==> src/rtl/core/bmftl_pkg.sv <==
// Shared constants, types and microcode for the block-mapped flash translation layer.
package bmftl_pkg;

    // Geometry. Both counts are powers of two.
    localparam int SECTORS_PER_BLOCK = 32;
    localparam int NUM_BLOCKS        = 64;

    localparam int OFF_W          = $clog2(SECTORS_PER_BLOCK);
    localparam int BLK_W          = $clog2(NUM_BLOCKS);
    localparam int SEC_AW         = BLK_W + OFF_W;
    localparam int TOTAL_SECTORS  = NUM_BLOCKS * SECTORS_PER_BLOCK;
    localparam int LOGICAL_BLOCKS = NUM_BLOCKS - 1;
    localparam int MAPPED_SECTORS = LOGICAL_BLOCKS * SECTORS_PER_BLOCK;
    localparam int MAP_AW         = (LOGICAL_BLOCKS > 1) ? $clog2(LOGICAL_BLOCKS) : 1;
    localparam int CNT_W          = OFF_W + 1;

    // Fixed field widths.
    localparam int LSN_W    = 11;
    localparam int DATA_W   = 8;
    localparam int STATUS_W = 3;
    localparam int PBLK_W   = 6;

    localparam logic [DATA_W-1:0] ERASED_BYTE = 8'h20;
    localparam logic [DATA_W-1:0] NULL_BYTE   = 8'h00;

    typedef enum logic [STATUS_W-1:0] {
        ST_READ_DATA      = 3'd0,
        ST_READ_FREE      = 3'd1,
        ST_WRITE_IN_PLACE = 3'd2,
        ST_WRITE_MERGE    = 3'd3,
        ST_OUT_OF_RANGE   = 3'd4
    } status_t;

    // Microprogram steps.
    typedef enum logic [3:0] {
        U_CLEAR,
        U_IDLE,
        U_MAPRD,
        U_MAPLD,
        U_SECRD,
        U_DECIDE,
        U_COPY,
        U_ERASE,
        U_REMAP,
        U_EMIT
    } upc_t;

    // Branch conditions; a true condition selects the branch target.
    typedef enum logic [2:0] {
        J_NEVER,
        J_NO_INPUT,
        J_CLEAR_BUSY,
        J_OUT_RANGE,
        J_NOT_MERGE,
        J_COPY_BUSY,
        J_ERASE_BUSY,
        J_OUT_BUSY
    } jump_t;

    typedef struct packed {
        logic  take_in;
        logic  clear_wr;
        logic  map_rd;
        logic  ld_pbn;
        logic  sec_rd;
        logic  decide;
        logic  copy;
        logic  erase;
        logic  remap;
        logic  emit;
        logic  cnt_clr;
        logic  cnt_inc;
        jump_t jump;
        upc_t  target;
        upc_t  nxt;
    } uword_t;

    typedef struct packed {
        logic in_valid;
        logic clear_busy;
        logic out_range;
        logic merge;
        logic copy_busy;
        logic erase_busy;
        logic out_busy;
    } cond_t;

    function automatic logic is_empty(input logic [DATA_W-1:0] b);
        return (b == NULL_BYTE) || (b == ERASED_BYTE);
    endfunction

    // Control store.
    function automatic uword_t ucode(input upc_t pc);
        uword_t w;
        w        = '0;
        w.jump   = J_NEVER;
        w.target = U_IDLE;
        w.nxt    = U_IDLE;
        case (pc)
            U_CLEAR:
            begin
                w.clear_wr = 1'b1;
                w.jump     = J_CLEAR_BUSY;
                w.target   = U_CLEAR;
                w.nxt      = U_IDLE;
            end
            U_IDLE:
            begin
                w.take_in = 1'b1;
                w.cnt_clr = 1'b1;
                w.jump    = J_NO_INPUT;
                w.target  = U_IDLE;
                w.nxt     = U_MAPRD;
            end
            U_MAPRD:
            begin
                w.map_rd = 1'b1;
                w.jump   = J_OUT_RANGE;
                w.target = U_EMIT;
                w.nxt    = U_MAPLD;
            end
            U_MAPLD:
            begin
                w.ld_pbn = 1'b1;
                w.nxt    = U_SECRD;
            end
            U_SECRD:
            begin
                w.sec_rd = 1'b1;
                w.nxt    = U_DECIDE;
            end
            U_DECIDE:
            begin
                w.decide = 1'b1;
                w.jump   = J_NOT_MERGE;
                w.target = U_EMIT;
                w.nxt    = U_COPY;
            end
            U_COPY:
            begin
                w.copy    = 1'b1;
                w.cnt_inc = 1'b1;
                w.jump    = J_COPY_BUSY;
                w.target  = U_COPY;
                w.nxt     = U_ERASE;
            end
            U_ERASE:
            begin
                w.erase   = 1'b1;
                w.cnt_inc = 1'b1;
                w.jump    = J_ERASE_BUSY;
                w.target  = U_ERASE;
                w.nxt     = U_REMAP;
            end
            U_REMAP:
            begin
                w.remap = 1'b1;
                w.nxt   = U_EMIT;
            end
            U_EMIT:
            begin
                w.emit   = 1'b1;
                w.jump   = J_OUT_BUSY;
                w.target = U_EMIT;
                w.nxt    = U_IDLE;
            end
            default:
            begin
                w.nxt = U_IDLE;
            end
        endcase
        return w;
    endfunction

endpackage

==> src/rtl/core/bmftl_useq.sv <==
// Microprogram sequencer: step counter, control store lookup and branch logic.
module bmftl_useq
    import bmftl_pkg::*;
(
    input  logic   clk,
    input  logic   rst_n,
    input  cond_t  cond,
    output uword_t ctrl
);

    upc_t upc_reg;
    upc_t upc_next;
    logic taken;

    // Outputs: the control word of the current step.
    always_comb
    begin
        ctrl = ucode(upc_reg);
    end

    // Next step.
    always_comb
    begin
        case (ctrl.jump)
            J_NEVER:      taken = 1'b0;
            J_NO_INPUT:   taken = !cond.in_valid;
            J_CLEAR_BUSY: taken = cond.clear_busy;
            J_OUT_RANGE:  taken = cond.out_range;
            J_NOT_MERGE:  taken = !cond.merge;
            J_COPY_BUSY:  taken = cond.copy_busy;
            J_ERASE_BUSY: taken = cond.erase_busy;
            J_OUT_BUSY:   taken = cond.out_busy;
            default:      taken = 1'b0;
        endcase
        upc_next = taken ? ctrl.target : ctrl.nxt;
    end

    always_ff @(posedge clk or negedge rst_n)
    begin
        if (!rst_n)
        begin
            upc_reg <= U_CLEAR;
        end
        else
        begin
            upc_reg <= upc_next;
        end
    end

endmodule

==> config.mk <==
export PLATFORM = sky130hd
export DESIGN_NAME = bmftl_useq
export DESIGN_NICKNAME = d
export VERILOG_FILES = /design/src/rtl/core/bmftl_pkg.sv /design/src/rtl/core/bmftl_useq.sv
export SDC_FILE = /design/constraint.sdc
export NUM_CORES = 1
export LEC_CHECK = 0
export BUFFER_PORTS_ARGS = -buffer_cell sky130_fd_sc_hd__buf_4
export CORE_MARGIN = 3
export CORE_UTILIZATION = 38
export CTS_BUF_LIST = sky130_fd_sc_hd__clkbuf_4 sky130_fd_sc_hd__clkbuf_8
export DETAILED_ROUTE_END_ITERATION = 7
export PLACE_DENSITY_LB_ADDON = 0.1
export SETUP_SLACK_MARGIN = 0.3
export SLEW_MARGIN = 30
export SYNTH_ARGS = -nofsm -noshare
export SYNTH_HDL_FRONTEND = slang
export SYNTH_SLANG_ARGS = --single-unit
==> constraint.sdc <==
create_clock -name clk -period 1.6 [get_ports clk]
set_input_delay 0.32 -clock clk [delete_from_list [all_inputs] [get_ports clk]]
set_output_delay 0.32 -clock clk [all_outputs]
set_load 0.02 [all_outputs]
==> metrics.md, run 1 <==
| Metric | Value |
|---|---|
| Clk sinks | 4 |
| Status | stopped before the end |
| Top FF cell, synth | dfrtp_1 |
| Asr flop ratio synth | 100% |
| Pre-CTS WS | -0.231 ns |
| Port buffer count | 31 |
| Synth Area in Simple Gates | 40.7% |
| Syn nets | 73 |
| Die width | 42.2 um |
| CTS Buf Count | 3 |
| Die Ht | 42.2 um |
| Main combinational cell family by area after synthesis | simple AND/OR/NAND/NOR gates |
| Syn Area/Cell | just under 8 sq um |
| Post-CTS setup repair buffer count | 14 |
| Post-synth EDFFs | 0 |
| Initial Util | 42.5% |
| Adder-cell area share of the yosys netlist | 0% |
| Seq/Total Area, Yosys | 20.1% |
| # IOs | 32 |
| Post-Place Cells | 122 |
| Resize count post-CTS | 54 |
| Num rows | 12 |
| Number of hold buffers added after CTS | 1 |
| #FFs+latches synth | 4 |
| Synth warnings | 0 |
| Compound-cell area share of the yosys netlist | around 17% |
| Root buf cell | clkbuf_4 |
| Final RePlAce weighted congestion | 0.803 |
| Post-synthesis mux area share | 12.1% |
| Detailed placer's ending HPWL | 1520 um |
| Synth Instances | 64 |
| XOR/XNOR share of the synthesized area | 1.76% |
| Log Error | [ERROR DPL-0038] Utilization greater than 100%, impossible to legalize |
| Last stage reached | clock tree synthesis (4_1_cts) |
| H-tree levels | 1 |
| Clock Tree Buf Depth | 2 |
| Post-synthesis cell area | between 400 and 500 sq um |
| Count of different cell masters after synthesis | 32 |
-- cells in the mapped netlist, types with 2 or more instances --
library cell  count  area [sq um]
and3_1            2          12.5
nor2_1            5          18.8
mux2_1            3          33.8
buf_4             3          22.5
o21ai_0           4          20.0
nand2b_1          3          18.8
nor3_1            6          30.0
buf_2             2          10.0
or2_2             2          12.5
clkbuf_1          2          7.51
nand2_1           6          22.5
a21oi_1           3          15.0
dfrtp_1           4           100
-- per-stage QoR --
stage                     area (sq um)  hold slack (ns)
after floorplan                    657           0.0244
after global placement             983            0.115
after detailed placement           983            0.118
-- cell families after synthesis --
family / after synthesis
xor+xnor: 1
flops: 4
compound gates: 12
simple gates: 34
mux: 5
buf+inv: 8
==> inputs of run 2 (changes only) <==
Settings changed: CORE_AREA set to 3 3 64 66, CORE_MARGIN 3 to unset, CORE_UTILIZATION 38 to unset, CTS_BUF_LIST sky130_fd_sc_hd__clkbuf_4 sky130_fd_sc_hd__clkbuf_8 to unset, DIE_AREA set to 0 0 67 69, PLACE_DENSITY_LB_ADDON 0.1 to 0.15, SETUP_SLACK_MARGIN 0.3 to unset.
Clock period 1.6 ns to 2.1 ns, I/O delays scaled along.
==> run 2 against run 1 <==
  * The flow now finishes without violations
  * Synthesized cell count did not move
  * Area after synthesis did not move
==> metrics.md, run 2 <==
| Metric | Value |
|---|---|
| Share of cells above drive strength 1 | 47.9% |
| Die width | 67 um |
| CTS tree | built |
| Sw Share | 49.7% |
| Skew final | 0.00132 ns |
| Hold path depth | 4 |
| Fin crit share | 95.2% |
| Dominant cell type by area after synthesis | dfrtp_1 |
| Post-synth EDFFs | 0 |
| Routed length per placed instance | 12.6 um |
| Data arrival time of the worst path | about 1.6 ns |
| Commonest non-fill, non-tap cell in the layout | buf_4 |
| Crit start category | flop |
| CP endpoint kind | primary output |
| Hold_sp | cond[5] |
| Post-CTS setup repair buffer count | 0 |
| Vias in the first global route | 578 |
| Nets | 107 |
| Initial antenna violation count | 0 |
| Switching power | roughly 0.67 mW |
| FF-to-FF End | upc_reg[2]$_DFF_PN0_ |
| Clk pwr share | 11.5% |
| Synth Instances | 64 |
| Final RePlAce weighted congestion | about 0.73 |
| WHS Endpoint | upc_reg[0]$_DFF_PN0_ |
| H-tree levels | 1 |
| CTS Buf Count | 3 |
| Reg2reg start | upc_reg[3]$_DFF_PN0_ |
| Fin Setup TNS | 0 ns |
| Port buffer count | 31 |
| Clk sinks | 4 |
| Top FF cell, synth | dfrtp_1 |
| Flop2flop setup slack | 0.25 ns |
| #FFs+latches synth | 4 |
| Reg clk slew, reported paths | 0.03 ns |
| Syn nets | 73 |
| Initial Util | 13.7% |
| Router iterations before antenna repair | 4 |
| Gate power share | ~76% |
| Critical path type | flop to primary output |
| Status | finished clean |
| Die Ht | between 60 and 70 um |
| Largest net degree at the start of global routing | 11 |
| Worst skew pair latency | 0.21 ns |
| Initial DRC Count | 24 |
| VDD IR max | 0.377 mV |
| Count of different cell masters after synthesis | 32 |
| Die area | between 4000 and 5000 sq um |
| Synth cell count leaders | nand2_1 (6), nor3_1 (6), nor2_1 (5), dfrtp_1 (4), o21ai_0 (4) |
| Area grow syn2layout | 67.3% |
| Grt ovf | 0 |
| Most frequent cells in the layout | buf_4 (35), nor3_1 (6), nand2_1 (6) |
| Post-synthesis cell area | about 500 sq um |
| Total number of vias | 600 |
| Power consumption | 1.36 mW |
| # setup viols final | 0 |
| Pre-CTS WS | roughly 0.21 ns |
| Worst path required time | 1.68 ns |
| HP Class | input port to flop |
| Synth warnings | 0 |
| Clock Tree Buf Depth | 2 |
| Vias/cell | about 4.2 |
| Setup ws final | ~0.1 ns |
| Num rows | 22 |
| Placed Instance Area | 781 sq um |
| Total Wirelength | 1810 um |
| R2R depth | 4 |
| Max-cap violations | 0 |
| First-pass GRT wire length | 2780 um |
| Detailed placer's ending HPWL | around 1500 um |
| Ranking of synthesized cells by area | dfrtp_1 (20%), mux2_1 (6.8%), nor3_1 (6.0%) |
| # IOs | 32 |
| RSZ-0062 raised after global routing | no |
| P per Cell Area | 1630 nW/um^2 |
| Overall Global Routing Usage | 7.66% |
| Root buf cell | clkbuf_8 |
| Flop pwr share | 12.8% |
| Hold Vio Cnt, Final | 0 |
| Min Tclk post-route | 2.00 ns |
| Syn Area/Cell | 7.78 sq um |
| Post-route cell area | 833 sq um |
| Worst-margin pin slew | between 0.3 and 0.4 ns |
| CORE AREA | approximately 3600 sq um |
| CP Max Fanout | 9 |
| Antenna cells | 0 |
| Relative slew margins | between 70 and 80% |
| Leak pwr | 0.414 nW |
| Int Power | between 0.6 and 0.7 mW |
| Number of flip-flops in the largest register | 4 |
| Antenna viol nets, final | 0 |
| Pins Over Slew Limit | 0 |
| Asr flop ratio synth | between 90% and 100% |
| Post-synth top area share | about a fifth |
| Seq/Total Area, Yosys | 20.1% |
| Fmax | 0.500 GHz |
| DRC | 0 |
run 2: cell counts after synthesis:
Identical to the previous run, type by type.
run 2: logic make-up after synthesis:
logic type,share of synthesized area (%)
AO/OA/AOI/OAI,16.6
XOR/XNOR,1.76
buffers and inverters,8.79
flip-flops,20.1
multiplexers,12.1
AND/OR/NAND/NOR,40.7
run 2: timing repair:
item                                   in CTS  in global routing
hold buffers                                1                  0
setup endpoints to repair                   0                  1
gates resized for setup                     0                  1
endpoints found under the hold margin       4                  0
run 2: power by group through the flow:
stage                     combinational, mW  clock (mW)  sequential [mW]
final                                  1.03       0.155            0.174
after global routing                   1.11       0.168            0.180
after CTS                              1.04       0.161            0.172
after detailed placement               1.04           0            0.172
after global placement                 1.05           0            0.171
after floorplan                       0.682           0            0.133
run 2: critical path: stages, from the launching register on:
cell	delay [ns]
dfrtp_2	0.43
buf_4	0.18
nand2b_1	0.23
a21oi_1	0.06
or2_2	0.30
buf_4	0.17
run 2: worst max path at each step:
| stage | startpoint | endpoint | slack [ns] | cells after the start |
|---|---|---|---|---|
| 2_1_floorplan | upc_reg[0]$_DFF_PN0_ | ctrl[22] | 0.12 | 4 |
| 3_3_place_gp | cond[5] | upc_reg[3]$_DFF_PN0_ | 0.22 | 5 |
| 3_5_place_dp | cond[5] | upc_reg[2]$_DFF_PN0_ | 0.21 | 5 |
| 4_1_cts | upc_reg[1]$_DFF_PN0_ | ctrl[7] | 0.02 | 5 |
| 5_1_grt | upc_reg[1]$_DFF_PN0_ | ctrl[7] | 0.006 | 5 |
| 6_report | upc_reg[1]$_DFF_PN0_ | ctrl[7] | 0.10 | 5 |
run 2: layout make-up:
type | count | area, sq um
Fill cell | 419 | 2800
Multi-Input combinational cell | 52 | 354
Timing Repair Buffer | 36 | 273
Sequential cell | 4 | 101
Inverter | 1 | 3.75
Tap cell | 48 | 60.1
Clock buffer | 3 | 41.3
run 2: metal layers:
| layer | routed length, um | up-vias | share of wire, % | global-route usage [%] |
|---|---|---|---|---|
| met5 | 0 | - | 0 | 0 |
| met1 | 814 | 277 | 45 | 10.1 |
| li1 | - | 296 | - | - |
| met3 | 169 | 2 | 9.3 | 3.09 |
| met4 | 13 | 0 | 0.72 | 1.35 |
| met2 | 814 | 25 | 45 | 11.8 |
run 2: metrics by stage:
step / utilization (%) / std cells / hold WS [ns]
2_1_floorplan: - / 64 / 0.124
3_3_place_gp: 21.5 / 140 / 0.219
3_5_place_dp: 21.5 / 140 / 0.220
4_1_cts: 22.9 / 144 / 0.520
5_1_grt: 22.9 / 144 / 0.536
6_report: 22.9 / 144 / 0.519
(Power assumes the default switching activity.)
